===== src/rtl/core/qard_pkg.sv =====
// ----------------------------------------------------------------------------
// Quad audio resample and decimate: shared types and constants
// Result word layout, the kind codes, the sideband that travels beside the
// interpolation lanes, and the fixed sizes of the lanes and the result queue.
// ----------------------------------------------------------------------------
package qard_pkg;

	// Two slots of two channels each: slot 0 left, slot 0 right,
	// slot 1 left, slot 1 right.
	localparam int LANES = 4;

	// Registers between the lane operand stage (s1) and the lane result (s6),
	// one for each of the lane stages s2 through s6.
	localparam int SIDE_DLY = 5;

	// Result queue depth; a power of two so the pointers wrap by themselves.
	localparam int FIFO_DEPTH = 16;
	localparam int FIFO_PW    = $clog2(FIFO_DEPTH);
	localparam int FIFO_CW    = $clog2(FIFO_DEPTH + 1);

	// Most results that one frame can cause.
	localparam int MAX_RESULTS = 3;

	// Haptic scaling: divide by 2**12, then clamp to a signed byte.
	localparam int HAP_SHIFT = 12;
	localparam int HAP_MIN   = -128;
	localparam int HAP_MAX   = 127;

	typedef enum logic {
		KIND_SPEAKER = 1'b0,
		KIND_HAPTIC  = 1'b1
	} qard_kind_t;

	typedef struct packed {
		qard_kind_t         kind;
		logic signed [15:0] value_a;
		logic signed [15:0] value_b;
		logic [8:0]         position;
		logic               block_end;
	} qard_word_t;

	typedef struct packed {
		logic               spk0_vld;
		logic               spk1_vld;
		logic               hap_vld;
		logic               blk_end;
		logic [8:0]         pos0;
		logic [8:0]         pos1;
		logic [8:0]         hap_pos;
		logic signed [15:0] hap_a;
		logic signed [15:0] hap_b;
	} qard_side_t;

endpackage


===== src/rtl/core/qard_blend_lane.sv =====
// ----------------------------------------------------------------------------
// Interpolation lane
// Weights two samples by their fractional position and divides by the span
// through a reciprocal multiply with one correction step.
// ----------------------------------------------------------------------------
module qard_blend_lane import qard_pkg::*; #(
	parameter int SPEAKER_FRAMES = 480
) (
	input  logic                                clk,
	input  logic signed [15:0]                  first_s1,
	input  logic signed [15:0]                  second_s1,
	input  logic [$clog2(SPEAKER_FRAMES-1)-1:0] frac_s1,
	output logic signed [15:0]                  result_s6
);

	localparam int D   = SPEAKER_FRAMES - 1;
	localparam int FRW = $clog2(D);
	localparam int WW  = $clog2(D + 1);
	localparam int VW  = 16 + WW;
	localparam int MW  = VW - 1;
	localparam int QW  = 17;

	localparam logic [MW-1:0] RECIP = MW'((64'd1 << MW) / D);
	localparam logic [MW-1:0] DM    = MW'(D);

	logic [WW-1:0]        wfirst;
	logic signed [VW-1:0] p1_s2, p2_s2, vsum;
	logic [MW-1:0]        m_s3, m_s4, m_s5;
	logic                 neg_s3, neg_s4, neg_s5;
	logic [2*MW-1:0]      prod;
	logic [QW-1:0]        q0_s4, q0_s5, q;
	logic [MW-1:0]        qd_s5, rem;

	always_comb begin
		wfirst = WW'(D) - WW'(frac_s1);
		vsum   = p1_s2 + p2_s2;
		prod   = (2*MW)'(m_s3) * (2*MW)'(RECIP);
		// The reciprocal estimate is low by at most one.
		rem    = m_s5 - qd_s5;
		q      = (rem >= DM) ? q0_s5 + 1'b1 : q0_s5;
	end

	always_ff @(posedge clk) begin
		p1_s2     <= VW'(first_s1) * VW'(wfirst);
		p2_s2     <= VW'(second_s1) * VW'(frac_s1);
		neg_s3    <= vsum[VW-1];
		m_s3      <= MW'(vsum[VW-1] ? -vsum : vsum);
		q0_s4     <= QW'(prod >> MW);
		m_s4      <= m_s3;
		neg_s4    <= neg_s3;
		qd_s5     <= MW'(q0_s4) * DM;
		q0_s5     <= q0_s4;
		m_s5      <= m_s4;
		neg_s5    <= neg_s4;
		result_s6 <= 16'(neg_s5 ? -q : q);
	end

endmodule


===== config.mk =====
export PLATFORM = sky130hd
export DESIGN_NAME = qard_blend_lane
export DESIGN_NICKNAME = d
export VERILOG_FILES = /design/src/rtl/core/qard_pkg.sv /design/src/rtl/core/qard_blend_lane.sv
export SDC_FILE = /design/constraint.sdc
export NUM_CORES = 2
export LEC_CHECK = 0
export ABC_AREA = 1
export ABC_CLOCK_PERIOD_IN_PS = 10000
export BUFFER_PORTS_ARGS = -buffer_cell sky130_fd_sc_hd__buf_2
export CORE_UTILIZATION = 32
export CTS_CLUSTER_DIAMETER = 60
export DETAILED_ROUTE_END_ITERATION = 12
export GPL_ROUTABILITY_DRIVEN = 0
export PLACE_DENSITY = 0.51
export SLEW_MARGIN = 40
export SYNTH_ARGS = -nofsm -noshare
export SYNTH_HDL_FRONTEND = slang
export SYNTH_SLANG_ARGS = --single-unit

===== constraint.sdc =====
create_clock -name clk -period 10 [get_ports clk]
set_input_delay 2 -clock clk [delete_from_list [all_inputs] [get_ports clk]]
set_output_delay 2 -clock clk [all_outputs]
set_load 0.02 [all_outputs]

==> metrics.md <==
| Metric | Value |
|---|---|
| Outcome | `finished, final reports clean` |
| Sequential area share after synthesis | `14.5%` |
| RSZ-0062 raised after global routing | `false` |
| Cell Area, Placed | `28600 sq um` |
| CTS H-tree depth | `4` |
| Global-route usage over all layers | `15.2%` |
| CP endpoint kind | `flop` |
| Max-Cap Viols | `0` |
| Pin count of the biggest net entering global routing | `35` |
| Max layer used | `met4` |
| Hpwl dp | `52.5 mm` |
| DIE AREA | `85800 sq um` |
| Filler cell count | `8888` |
| Delay-heaviest family, CP | `adder cells` |
| Routed via count | `19854` |
| Post-synth top area cell | `fa_1` |
| Number of buffers created by CTS | `17` |
| Die height | `293 microns` |
| Crit path buffers/inverters | `4` |
| Vias in the first global route | `20962` |
| Worst Hold Slack | `0.327 ns` |
| Global-route wire length before repair | `104 mm` |
| Layout cells sized above 1 | `4.15%` |
| Worst Hold Class | `flop to flop` |
| Clk_lat worst skew | `0.49 ns` |
| Worst path depth | `21` |
| Initial detailed-routing violation count | `801` |
| I/O pins | `58` |
| # DRC | `0` |
| Width of the die | `293 microns` |
| Post-Syn Nets | `4171` |
| Hold Vio Cnt, Final | `0` |
| CTS resizes | `0` |
| Post-CTS Hold Buffers | `0` |
| Crit path arrival time | `7.96 ns` |
| DR WL/cell | `13.4 microns` |
| Final ANT Viol Nets | `0` |
| Most common cell on crit path | `fa_1` |
| Post-Route M1 WL | `30.0 mm` |
| I/O Buffers | `57` |
| Fin nets | `4201` |
| Pre-CTS WS | `1.92 ns` |
| Synth cell types | `48` |
| Final Skew | `0.0161 ns` |
| Clock Path Buffers | `2` |
| Slew at the pin closest to its max-slew limit | `0.811 ns` |
| Initial antenna violation count | `0` |
| Clk slew on worst S/H paths | `0.08 ns` |
| Detailed-router iteration count before antenna repair | `5` |
| DR WL met2 | `28.9 mm` |
| Final setup fails | `0` |
| Area Growth Syn to Fin | `7.88%` |
| Post-synthesis register bit count | `196` |
| Commonest non-fill, non-tap cell in the layout | `inv_1` |
| CTS tree | `done` |
| Cell breakdown of the critical path | `buf_2 > ha_1 > nor2_1 > fa_1 > inv_1 > fa_1 > inv_1 > fa_1 > fa_1 > fa_1 > ha_1 > nand2_1 > inv_1 > a21oi_1 > o21ai_0 > a21oi_1 > o21ai_0 > a21boi_0 > o21ai_0 > a21oi_1 > xor2_1` |
| Slowest stage delay, CP | `0.60 ns` |
| Worst-case reg-to-reg path depth | `21` |
| Clock Sinks | `196` |
| Cells after synthesis | `3356` |
| CP required | `10.38 ns` |
| Syn Std Cell Area | `27100 sq um` |
| Hold Path Depth | `0` |
| Starting density of the core | `32.4%` |
| Number of diodes | `0` |
| Num rows | `106` |
| Synth warn | `0` |
| Final wirelength | `60.7 mm` |
| TNS Setup | `0 ns` |
| Synth area leaders | `fa_1 (28%), ha_1 (18%), dfxtp_1 (14%), inv_1 (12%), nand2_1 (9.2%)` |
| Period minus WS final | `7.58 ns` |
| Clk root buf | `clkbuf_16` |
| Final worst slack | `2.42 ns` |
| Post-DR vias/cell | `4.38` |
| Post CTS Setup Buffer Count | `0` |
| Most frequent cells in the layout | `inv_1 (860), nand2_1 (663), ha_1 (393)` |
| Share of the clock period used by the worst path | `75.8%` |
| GRT overflow | `0` |
| Layout Cell Area excl Fill | `29200 sq um` |
| Critical path launch point type | `input pin` |
| Fmax | `132 MHz` |
| Critical path class | `input pin to flop` |
| Relative slew slack | `45.9%` |
| Largest fanout on the critical path | `34` |
| Met3 routed WL | `1.14 mm` |
| Core area | `83700 sq um` |
| CP max stage cell | `buf_2` |
| Syn Area/Cell | `8.07 sq um` |
| Slew Viols, Final | `0` |
| Post-synth top area share | `28.1%` |
-- cell families after synthesis --
logic type      share of synthesized area, %
simple gates                            16.4
xor+xnor                                4.88
fa+ha+maj                               46.2
buf+inv                                 12.7
compound gates                          5.34
flops                                   14.5
-- final cells by class --
class | instances | area, sq um | area share [%]
tap | 1134 | 1420 | 4.86
inverter | 865 | 3250 | 11.1
timing repair buffer | 59 | 300 | 1.03
multi-input combinational | 2247 | 19700 | 67.5
clock inverter | 12 | 164 | 0.561
sequential | 196 | 3920 | 13.4
clock buffer | 19 | 443 | 1.52
-- state kept, by name, summed over array words and instances, names as in the netlist --
signal	flops
neg_s5	1
result_s6	16
m_s5	24
q0_s4	16
m_s4	24
qd_s5	24
p1_s2	25
neg_s3	1
m_s3	24
p2_s2	25
neg_s4	1
q0_s5	15
-- cell usage after synthesis, drive strengths merged --
cell type	count
a41oi	1
o221ai	1
inv	865
or2	4
clkbuf	43
xor2	102
a21o	11
nand2	673
o31ai	4
nor3	20
o211ai	6
nand3	94
a31oi	3
o21ai	64
o21bai	8
o21a	3
buf	5
o21ba	1
a21oi	144
nor4	8
nand3b	6
xnor2	49
nor3b	1
dfxtp	196
a221oi	2
ha	393
nor2	220
o2bb2ai	1
a21boi	5
nand4	35
o311ai	3
fa	380
and2	2
a211oi	3
-- routing by layer --
metal	track usage [%]	up-vias
li1	-	10191
met1	20.3	9442
met2	26.5	185
met3	1.40	36
met4	3.15	0
met5	0	-
-- worst paths after layout --
check | startpoint | endpoint | slack [ns]
hold / removal | neg_s3 | neg_s4 | 0.33
setup / recovery | frac_s1[5] | p1_s2[22] | 2.42
hold reg to reg | neg_s3 | neg_s4 | 0.33
setup reg to reg | m_s3[14] | q0_s4[15] | 4.79
-- stage by stage --
step,utilization [%],std cells
floorplan,-,3356
global placement,34.2,4501
detailed placement,34.2,4501
CTS,34.9,4532
global route,34.9,4532
finish,34.9,4532
-- worst register-to-register path: stages, from the launching register on --
cell	delay [ns]
dfxtp_1	0.66
ha_1	0.34
ha_1	0.29
ha_1	0.30
fa_1	0.53
inv_1	0.05
fa_1	0.47
inv_1	0.05
fa_1	0.43
ha_1	0.34
a21oi_1	0.14
inv_1	0.05
a31oi_1	0.22
o211ai_1	0.12
a31oi_1	0.19
inv_1	0.06
nand2_1	0.06
nand2_1	0.08
a21o_1	0.19
a21oi_1	0.23
o21ai_0	0.14
xor2_1	0.15
Power is left out: the tool's default activity adds up to more than one toggle a clock period on the data nets, which glitch-free logic cannot reach.
