`config.mk`:
```
export PLATFORM = sky130hd
export DESIGN_NAME = qard_ctrl
export DESIGN_NICKNAME = d
export VERILOG_FILES = /design/src/rtl/core/qard_pkg.sv /design/src/rtl/core/qard_ctrl.sv
export SDC_FILE = /design/constraint.sdc
export NUM_CORES = 1
export LEC_CHECK = 0
export BUFFER_PORTS_ARGS = -buffer_cell sky130_fd_sc_hd__buf_4
export CAP_MARGIN = 20
export CORE_AREA = 2 2 174 176
export CTS_CLUSTER_DIAMETER = 60
export CTS_CLUSTER_SIZE = 24
export DETAILED_ROUTE_END_ITERATION = 10
export DIE_AREA = 0 0 176 178
export PLACE_DENSITY = 0.87
export SLEW_MARGIN = 25
export SYNTH_ARGS = -nofsm -noshare
export SYNTH_HDL_FRONTEND = slang
export SYNTH_SLANG_ARGS = --single-unit
```
`constraint.sdc`:
```
create_clock -name clk -period 6.14 [get_ports clk]
set_input_delay 0.307 -clock clk [delete_from_list [all_inputs] [get_ports clk]]
set_output_delay 0.307 -clock clk [all_outputs]
set_load 0.05 [all_outputs]
```
`src/rtl/core/qard_pkg.sv`:
```
// ----------------------------------------------------------------------------
// Quad audio resample and decimate: shared types and constants
// Result word layout, the kind codes, the sideband that travels beside the
// interpolation lanes, and the fixed sizes of the lanes and the result queue.
// ----------------------------------------------------------------------------
package qard_pkg;

	// Two slots of two channels each: slot 0 left, slot 0 right,
	// slot 1 left, slot 1 right.
	localparam int LANES = 4;

	// Registers between the lane operand stage (s1) and the lane result (s6),
	// one for each of the lane stages s2 through s6.
	localparam int SIDE_DLY = 5;

	// Result queue depth; a power of two so the pointers wrap by themselves.
	localparam int FIFO_DEPTH = 16;
	localparam int FIFO_PW    = $clog2(FIFO_DEPTH);
	localparam int FIFO_CW    = $clog2(FIFO_DEPTH + 1);

	// Most results that one frame can cause.
	localparam int MAX_RESULTS = 3;

	// Haptic scaling: divide by 2**12, then clamp to a signed byte.
	localparam int HAP_SHIFT = 12;
	localparam int HAP_MIN   = -128;
	localparam int HAP_MAX   = 127;

	typedef enum logic {
		KIND_SPEAKER = 1'b0,
		KIND_HAPTIC  = 1'b1
	} qard_kind_t;

	typedef struct packed {
		qard_kind_t         kind;
		logic signed [15:0] value_a;
		logic signed [15:0] value_b;
		logic [8:0]         position;
		logic               block_end;
	} qard_word_t;

	typedef struct packed {
		logic               spk0_vld;
		logic               spk1_vld;
		logic               hap_vld;
		logic               blk_end;
		logic [8:0]         pos0;
		logic [8:0]         pos1;
		logic [8:0]         hap_pos;
		logic signed [15:0] hap_a;
		logic signed [15:0] hap_b;
	} qard_side_t;

endpackage

```
`src/rtl/core/qard_ctrl.sv`:
```
// ----------------------------------------------------------------------------
// Frame control
// Tracks the frame position in the block and the next speaker output, picks
// the operands of both interpolation slots and runs the haptic accumulators.
// ----------------------------------------------------------------------------
module qard_ctrl import qard_pkg::*; #(
	parameter int BLOCK_FRAMES   = 512,
	parameter int SPEAKER_FRAMES = 480,
	parameter int HAPTIC_GROUP   = 16
) (
	input  logic                                    clk,
	input  logic                                    arst_n,
	input  logic                                    accept,
	input  logic signed [15:0]                      spk_l,
	input  logic signed [15:0]                      spk_r,
	input  logic signed [15:0]                      hap_l,
	input  logic signed [15:0]                      hap_r,
	output logic [1:0]                              rsv,
	output logic signed [15:0]                      first_s1  [LANES],
	output logic signed [15:0]                      second_s1 [LANES],
	output logic [$clog2(SPEAKER_FRAMES-1)-1:0]     frac_s1   [LANES],
	output qard_side_t                              side_s1
);

	localparam int D    = SPEAKER_FRAMES - 1;
	localparam int N    = BLOCK_FRAMES - 1;
	localparam int FW   = $clog2(BLOCK_FRAMES);
	localparam int IW   = $clog2(SPEAKER_FRAMES + 1);
	localparam int FRW  = $clog2(D);
	localparam int HW   = 16 + $clog2(HAPTIC_GROUP);
	localparam int GCW  = $clog2(HAPTIC_GROUP);
	localparam int NQ   = N / D;
	localparam int NR   = N % D;
	localparam int N2Q  = (2 * N) / D;
	localparam int N2R  = (2 * N) % D;

	localparam logic signed [HW-1:0] HMIN = HW'(HAP_MIN);
	localparam logic signed [HW-1:0] HMAX = HW'(HAP_MAX);

	logic [FW-1:0]         frame_q;
	logic signed [15:0]    prev_l_q, prev_r_q;
	logic [IW-1:0]         idx_q;
	logic [FW-1:0]         b0_q, b1_q;
	logic [FRW-1:0]        fr0_q, fr1_q;
	logic signed [HW-1:0]  hsa_q, hsb_q;
	logic [GCW-1:0]        gcnt_q;
	logic [8:0]            hidx_q;

	logic [FW:0]           sec0, sec1;
	logic                  v0, v1, hv, blk_last;
	logic signed [15:0]    f0l, f0r, s0l, s0r, f1l, f1r, s1l, s1r;
	logic [FW-1:0]         nb0, nb1;
	logic [FRW:0]          nf0, nf1;
	logic signed [HW-1:0]  sa, sb, qa, qb;

	always_comb begin
		sec0 = ({1'b0, b0_q} + 1'b1 < (FW+1)'(BLOCK_FRAMES)) ?
			{1'b0, b0_q} + 1'b1 : (FW+1)'(BLOCK_FRAMES - 1);
		sec1 = ({1'b0, b1_q} + 1'b1 < (FW+1)'(BLOCK_FRAMES)) ?
			{1'b0, b1_q} + 1'b1 : (FW+1)'(BLOCK_FRAMES - 1);

		// An output is due once its second source frame is the current one or older.
		v0 = accept && (idx_q < IW'(SPEAKER_FRAMES)) && (sec0 <= {1'b0, frame_q});
		v1 = v0 && (({1'b0, idx_q} + 1'b1) < (IW+1)'(SPEAKER_FRAMES))
			&& (sec1 <= {1'b0, frame_q});

		f0l = (b0_q >= frame_q) ? spk_l : prev_l_q;
		f0r = (b0_q >= frame_q) ? spk_r : prev_r_q;
		s0l = (sec0 >= {1'b0, frame_q}) ? spk_l : prev_l_q;
		s0r = (sec0 >= {1'b0, frame_q}) ? spk_r : prev_r_q;
		f1l = (b1_q >= frame_q) ? spk_l : prev_l_q;
		f1r = (b1_q >= frame_q) ? spk_r : prev_r_q;
		s1l = (sec1 >= {1'b0, frame_q}) ? spk_l : prev_l_q;
		s1r = (sec1 >= {1'b0, frame_q}) ? spk_r : prev_r_q;

		// Position two outputs ahead, one add and compare per slot.
		nb0 = b0_q + FW'(N2Q);
		nf0 = {1'b0, fr0_q} + (FRW+1)'(N2R);
		if (nf0 >= (FRW+1)'(D)) begin
			nf0 = nf0 - (FRW+1)'(D);
			nb0 = nb0 + 1'b1;
		end
		nb1 = b1_q + FW'(N2Q);
		nf1 = {1'b0, fr1_q} + (FRW+1)'(N2R);
		if (nf1 >= (FRW+1)'(D)) begin
			nf1 = nf1 - (FRW+1)'(D);
			nb1 = nb1 + 1'b1;
		end

		// Haptic sums, then divide by 4096 rounding toward zero and clamp.
		sa = hsa_q + HW'(hap_l);
		sb = hsb_q + HW'(hap_r);
		hv = accept && (gcnt_q == GCW'(HAPTIC_GROUP - 1));
		qa = sa >>> HAP_SHIFT;
		qb = sb >>> HAP_SHIFT;
		if (sa[HW-1] && (|sa[HAP_SHIFT-1:0])) begin
			qa = qa + 1'b1;
		end
		if (sb[HW-1] && (|sb[HAP_SHIFT-1:0])) begin
			qb = qb + 1'b1;
		end
		if (qa < HMIN) begin
			qa = HMIN;
		end
		if (qa > HMAX) begin
			qa = HMAX;
		end
		if (qb < HMIN) begin
			qb = HMIN;
		end
		if (qb > HMAX) begin
			qb = HMAX;
		end

		blk_last = (frame_q == FW'(BLOCK_FRAMES - 1));
		rsv = {1'b0, v0} + {1'b0, v1} + {1'b0, hv};
	end

	// Lane operands; payload, no reset.
	always_ff @(posedge clk) begin
		first_s1[0]  <= f0l;
		first_s1[1]  <= f0r;
		first_s1[2]  <= f1l;
		first_s1[3]  <= f1r;
		second_s1[0] <= s0l;
		second_s1[1] <= s0r;
		second_s1[2] <= s1l;
		second_s1[3] <= s1r;
		frac_s1[0]   <= fr0_q;
		frac_s1[1]   <= fr0_q;
		frac_s1[2]   <= fr1_q;
		frac_s1[3]   <= fr1_q;
	end

	always_ff @(posedge clk or negedge arst_n) begin
		if (!arst_n) begin
			side_s1 <= '0;
		end else begin
			side_s1.spk0_vld <= v0;
			side_s1.spk1_vld <= v1;
			side_s1.hap_vld  <= hv;
			side_s1.blk_end  <= accept && blk_last;
			side_s1.pos0     <= 9'(idx_q);
			side_s1.pos1     <= 9'(idx_q + IW'(1));
			side_s1.hap_pos  <= hidx_q;
			side_s1.hap_a    <= 16'(qa);
			side_s1.hap_b    <= 16'(qb);
		end
	end

	always_ff @(posedge clk or negedge arst_n) begin
		if (!arst_n) begin
			frame_q  <= '0;
			prev_l_q <= '0;
			prev_r_q <= '0;
			idx_q    <= '0;
			b0_q     <= '0;
			fr0_q    <= '0;
			b1_q     <= FW'(NQ);
			fr1_q    <= FRW'(NR);
			hsa_q    <= '0;
			hsb_q    <= '0;
			gcnt_q   <= '0;
			hidx_q   <= '0;
		end else if (accept) begin
			prev_l_q <= spk_l;
			prev_r_q <= spk_r;
			if (blk_last) begin
				frame_q <= '0;
				idx_q   <= '0;
				b0_q    <= '0;
				fr0_q   <= '0;
				b1_q    <= FW'(NQ);
				fr1_q   <= FRW'(NR);
				hsa_q   <= '0;
				hsb_q   <= '0;
				gcnt_q  <= '0;
				hidx_q  <= '0;
			end else begin
				frame_q <= frame_q + 1'b1;
				idx_q   <= idx_q + IW'({1'b0, v0} + {1'b0, v1});
				if (v1) begin
					b0_q  <= nb0;
					fr0_q <= FRW'(nf0);
					b1_q  <= nb1;
					fr1_q <= FRW'(nf1);
				end else if (v0) begin
					b0_q  <= b1_q;
					fr0_q <= fr1_q;
					b1_q  <= nb0;
					fr1_q <= FRW'(nf0);
				end
				if (hv) begin
					hsa_q  <= '0;
					hsb_q  <= '0;
					gcnt_q <= '0;
					hidx_q <= hidx_q + 1'b1;
				end else begin
					hsa_q  <= sa;
					hsb_q  <= sb;
					gcnt_q <= gcnt_q + 1'b1;
				end
			end
		end
	end

endmodule

```
==> impl_metrics.tcl, run 1 <==
set metrics [dict create \
    synth_area_per_cell_um2 10.50 \
    drive_gt1_frac 0.2925 \
    synth_top_cell_by_area "dfrtp_1" \
    fmax_ghz 0.2001 \
    fin_crit_sh 0.8138 \
    layout-area-overhead-vs-synth_pct 20.88 \
    tightest_slew_ns 0.9734 \
    num-nets-final 2011 \
    wl_per_cell_um 18.98 \
    initial_core_util 0.5667 \
    synth_top_area_share 0.2793 \
    ys_seq_area_frac 0.4579 \
    rsz0062_at_grt "false" \
    ios 296 \
    gp_congestion 0.8820 \
    grt_pass1_wl_mm 68.42 \
    clk_pin_slew_worst_paths_ns 0.09 \
    yosys_warnings 0 \
    crit_chain "ha_1 -> nand2_1 -> nor2_1 -> nand3_1 -> a21oi_1 -> ha_1 -> a21o_1 -> a21o_1 -> a211oi_1 -> o21ai_0 -> a32oi_1 -> a21boi_2 -> inv_2 -> fa_1 -> inv_1 -> buf_4" \
    synth_compound_area_frac 0.1400 \
    cts_max_level 1 \
    fin_worst_skew_ns 0.01874 \
    drv_slew 0 \
    rows 63 \
    syn_area_mm2 0.01666 \
    synth_top_family_by_area "compound AO/OA/AOI/OAI gates" \
    firstDrtPassIters 5 \
    final.setup.tns_ns 0 \
    antenna_found_initial 2 \
    setup_viol 0 \
    grt_max_degree 85 \
    dieArea_mm2 0.03133 \
    setup.worst_path.end_class "output pin" \
    synthSimpleGateAreaFrac 0.1101 \
    hold_class "in -> reg" \
    synth_nets 1754 \
    synth_seq_cells 334 \
    cts_sinks 334 \
    synthTopCellsByArea "dfrtp_1, dfxtp_1, mux2_2" \
    insertion_delay_ns 0.56 \
    drt_wl_total_mm 42.81 \
    drt_iter0_markers 779 \
    synth_fa_ha_area_frac 0.07689 \
    synth-xor-area-share 0.04934 \
    drtAntennaViolNets 0 \
    critPathArrivalTime_ns 4.69 \
    min_period_ns 4.997 \
    io_buffers 295 \
    start_kind "flip-flop" \
    hold_violations 0 \
    worst_path_max_delay_cell "fa_1" \
    outcome "completed" \
    muxShareOfSynthArea 0.1229 \
    cts_resized 0 \
    cts_root_buf "clkbuf_16" \
    gr-total-overflow 0 \
    grtUsageTotal 0.2704 \
    ys_types 82 \
    maxCapViolations 0 \
    cts_setup_buffers 0 \
    cts_tree "built" \
    clockBufferDepth 3 \
    die_h_um 178 \
    slowest_delay_ns 0.56 \
    post-synth-top-count-cell "dfrtp_1" \
    slew_headroom 0.3425 \
    critPathMaxFanout 28 \
    cts_made_buffers 25 \
    crit_type "reg -> out" \
    synth_edf_count 0 \
    drc 0 \
    vias 13060 \
    synthArstFlopShare 0.5629 \
    cts_hold_buf 23 \
    viasPerCell 5.789 \
    dp_hpwl_mm 29.12 \
    ys.flop_type "dfrtp_1" \
    syn_inst 1587 \
    die_x_um 176 \
    first_global_vias 13230 \
    synth_common_cells "dfrtp_1, mux2_2, dfxtp_1, nand2_1, ha_1" \
    cp_data_required_time_ns 5.83 \
    core_area_mm2 0.02940 \
]
stage by stage:
step / utilization / instances / area (um2) / hold WS [ns] / setup slack [ns]
floorplan: - / 1587 / 16660 / 0.01141 / 1.500
global placement: 0.6444 / 2184 / 18950 / 0.3756 / 1.464
detailed placement: 0.6444 / 2184 / 18950 / 0.3846 / 1.320
CTS: 0.6846 / 2253 / 20130 / 0.001239 / 1.146
global route: 0.6849 / 2254 / 20140 / 0.007753 / 0.7843
finish: 0.6850 / 2255 / 20140 / 0.01944 / 1.143
area by class of cell:
class | count | area (um2)
well taps | 390 | 488.0
clock buffers | 28 | 658.1
repair buffers | 330 | 2541
diodes | 2 | 5.005
clock inverters | 18 | 295.3
multi-input cells | 1106 | 8347
fillers | 2075 | 9261
inverters | 47 | 176.4
flip-flops and latches | 334 | 7630
worst max-delay path: cells and delay by family (launching register included):
| family | cells | cell delay [ns] |
|---|---|---|
| and+or+nand+nor | 3 | 0.55 |
| buffers and inverters | 3 | 0.46 |
| adders and majority gates | 3 | 1.14 |
| DFF | 1 | 0.50 |
| AOI/OAI and AO/OA | 7 | 1.47 |
registers in the layout, summed over array words and instances, names as in the netlist:
register   count
hidx_q         9
prev_l_q      16
prev_r_q      16
b1_q           9
b0_q           9
gcnt_q         4
frame_q        9
second_s1     64
frac_s1       18
fr1_q          9
first_s1      64
hsa_q         20
idx_q          9
side_s1       49
fr0_q          9
hsb_q         20
routing by layer:
| layer | vias up | GRT usage | share of wire |
|---|---|---|---|
| li1 | 6199 | - | - |
| met1 | 6371 | 0.3234 | 0.40 |
| met2 | 408 | 0.4808 | 0.50 |
| met3 | 77 | 0.06309 | 0.069 |
| met4 | 0 | 0.09022 | 0.030 |
| met5 | - | 0 | 0 |
worst paths after layout:
check | startpoint | to | slack (ns) | cells after the start
hold reg to reg | fr1_q[5]$_DFFE_PN1P_ | frac_s1[5]$_DFF_P_ | 0.43 | 0
setup reg to reg | b1_q[2]$_DFFE_PN0P_ | idx_q[8]$_DFFE_PN0P_ | 1.25 | 21
min in group asynchronous | arst_n | prev_r_q[10]$_DFFE_PN0P_ | 0.32 | 2
setup / recovery | b1_q[2]$_DFFE_PN0P_ | rsv[0] | 1.14 | 16
hold / removal | spk_r[9] | first_s1[9]$_DFF_P_ | 0.02 | 2
max in group asynchronous | arst_n | b0_q[0]$_DFFE_PN0P_ | 4.62 | 3
layout by cell type, fill, tap and decap left out, types with 8 or more instances in the layout:
cell           synthesis  final
buf_4                 33    306
dfrtp_1              186    186
mux2_2               165    165
dfxtp_1              146    146
nand2_1              128    128
ha_1                  96     96
o21ai_0               84     84
a21oi_1               84     83
nor2_1                76     76
xnor2_1               47     47
nand3_1               46     46
xor2_1                45     45
inv_1                 44     44
nand4_1               28     28
clkbuf_16              0     26
a21o_1                25     25
nor3_1                24     24
a22o_1                24     24
dlygate4sd3_1          0     23
mux2i_1               19     19
o2bb2ai_1             19     19
and3_1                15     15
nor2b_1               11     11
nand2b_1              11     11
a31oi_1               10     10
or3_1                 10     10
a211oi_1              10     10
o211ai_1              10     10
o21a_1                10      9
o22ai_1                8      8
cell families (layout without fill, tap and decap cells):
group / after synthesis / in the layout
simple gates: 378 / 378
mux: 184 / 184
fa+ha+maj: 100 / 100
other cells: 0 / 2
compound gates: 351 / 351
flops: 334 / 334
xor+xnor: 93 / 93
buf+inv: 147 / 423
Power of run 1 is left out: the tool's default activity adds up to more than one toggle a clock period on the data nets, which glitch-free logic cannot reach.
==> run 2: changes to the inputs <==
==> constraint.sdc (replaced) <==
create_clock -name clk -period 5 [get_ports clk]
set_input_delay 0.25 -clock clk [delete_from_list [all_inputs] [get_ports clk]]
set_output_delay 0.25 -clock clk [all_outputs]
set_load 0.05 [all_outputs]
==> impl_metrics.tcl, run 2 (same netlist as run 1, synthesis figures left out) <==
set metrics [dict create \
    firstDrtPassIters 5 \
    hold_violations 0 \
    rsz0062_at_grt "false" \
    grt_pass1_wl_mm 68.11 \
    setup.worst_path.end_class "output pin" \
    cts_setup_buffers 0 \
    dp_hpwl_mm 29.19 \
    gp_congestion 0.8907 \
    cts_max_level 1 \
    min_period_ns 4.725 \
    final_cell_mix "buf_4, dfrtp_1, mux2_2, dfxtp_1, nand2_1" \
    cts_tree "built" \
    die_x_um 176 \
    rows 63 \
    cts_sinks 334 \
    drv_slew 0 \
    seqCellArea_mm2 0.007635 \
    vias 13230 \
    cts_made_buffers 25 \
    fmax_ghz 0.2116 \
    insertion_delay_ns 0.55 \
    slew_headroom 0.3826 \
    ios 296 \
    wl_per_cell_um 18.89 \
    setup_viol 0 \
    start_kind "flip-flop" \
    multi_input_area_mm2 0.008351 \
    clk_pin_slew_worst_paths_ns 0.08 \
    tightest_slew_ns 0.9141 \
    num-nets-final 2024 \
    grt_max_degree 129 \
    reg_top3 "first_s1 (64), second_s1 (64), side_s1 (49)" \
    grtUsageTotal 0.2685 \
    drtAntennaViolNets 0 \
    dieArea_mm2 0.03133 \
    cts_root_buf "clkbuf_16" \
    cp_data_required_time_ns 4.75 \
    outcome "completed" \
    layout_commonest_cell "buf_4" \
    r2r_slack_ns 0.54 \
    drt_wl_total_mm 42.80 \
    utilization 0.6874 \
    gr-total-overflow 0 \
    layout-area-overhead-vs-synth_pct 21.30 \
    drt_iter0_markers 991 \
    clockBufferDepth 3 \
    antenna_found_initial 1 \
    final.setup.tns_ns 0 \
    critPathArrivalTime_ns 4.48 \
    nFillCells 2033 \
    first_global_vias 13260 \
    core_area_mm2 0.02940 \
    maxCapViolations 0 \
    hold_class "in -> reg" \
    die_h_um 178 \
    drive_gt1_frac 0.2939 \
    io_buffers 295 \
    critPathMaxFanout 27 \
    initial_core_util 0.5667 \
    crit_type "reg -> out" \
    fin_crit_sh 0.9451 \
    fin_worst_skew_ns 0.01979 \
    viasPerCell 5.839 \
    drc 0 \
]
## run 2: final timing paths
kind | startpoint | end | cells past startpoint
worst max-delay path | b0_q[3]$_DFFE_PN0P_ | rsv[0] | 17
worst min-delay path | hap_r[0] | hsb_q[0]$_DFFE_PN0P_ | 3
worst max register to register | b0_q[3]$_DFFE_PN0P_ | idx_q[8]$_DFFE_PN0P_ | 20
worst min register to register | fr1_q[5]$_DFFE_PN1P_ | frac_s1[5]$_DFF_P_ | 0
max in group asynchronous | arst_n | fr0_q[4]$_DFFE_PN0P_ | 3
min in group asynchronous | arst_n | side_s1[20]$_DFF_PN0_ | 2
## run 2: worst max-delay path, cell delays in order, from the launching register on
cell and delay, ns:
dfrtp_2 0.49, and2_1 0.26, and3_1 0.23, and3_1 0.23
nand3_1 0.15, nand2_1 0.12, ha_1 0.24, nor2b_1 0.14
o21a_1 0.15, o21ai_0 0.15, a21oi_1 0.12, or3_1 0.43
a21boi_2 0.19, inv_2 0.06, buf_4 0.22, fa_1 0.51
inv_1 0.05, buf_4 0.18
## run 2: final cells by class
cell class | instances | area share
Antenna cell | 1 | 0.0001238
Clock buffer | 29 | 0.03170
Clock inverter | 16 | 0.01195
Inverter | 47 | 0.008729
Multi-Input combinational cell | 1106 | 0.4132
Sequential cell | 334 | 0.3778
Tap cell | 390 | 0.02414
Timing Repair Buffer | 343 | 0.1324
## run 2: through the flow
| stage | hold slack [ns] | area, um2 | std cells | setup WS (ns) |
|---|---|---|---|---|
| 2_1_floorplan | -0.04559 | 16660 | 1587 | 0.3600 |
| 3_3_place_gp | 0.2911 | 18980 | 2187 | 0.5408 |
| 3_5_place_dp | 0.2912 | 18980 | 2187 | 0.4243 |
| 4_1_cts | 0.06465 | 20190 | 2265 | 0.1187 |
| 5_1_grt | 0.08129 | 20210 | 2266 | 0.02037 |
| 6_report | 0.08509 | 20210 | 2266 | 0.2747 |
## run 2: layer usage
metal	vias to the layer above	track usage	part of all wire
li1	6223	-	-
met1	6387	0.3165	0.40
met2	526	0.4808	0.50
met3	95	0.06671	0.079
met4	0	0.08712	0.028
met5	-	0	0
## run 2: timing repair
item | CTS | global route
endpoints found under the setup margin | 0 | 2
hold buffers | 33 | 0
gates resized for setup | 0 | 8
hold endpoints to repair | 220 | 0
Power of run 2 is left out for the same reason.
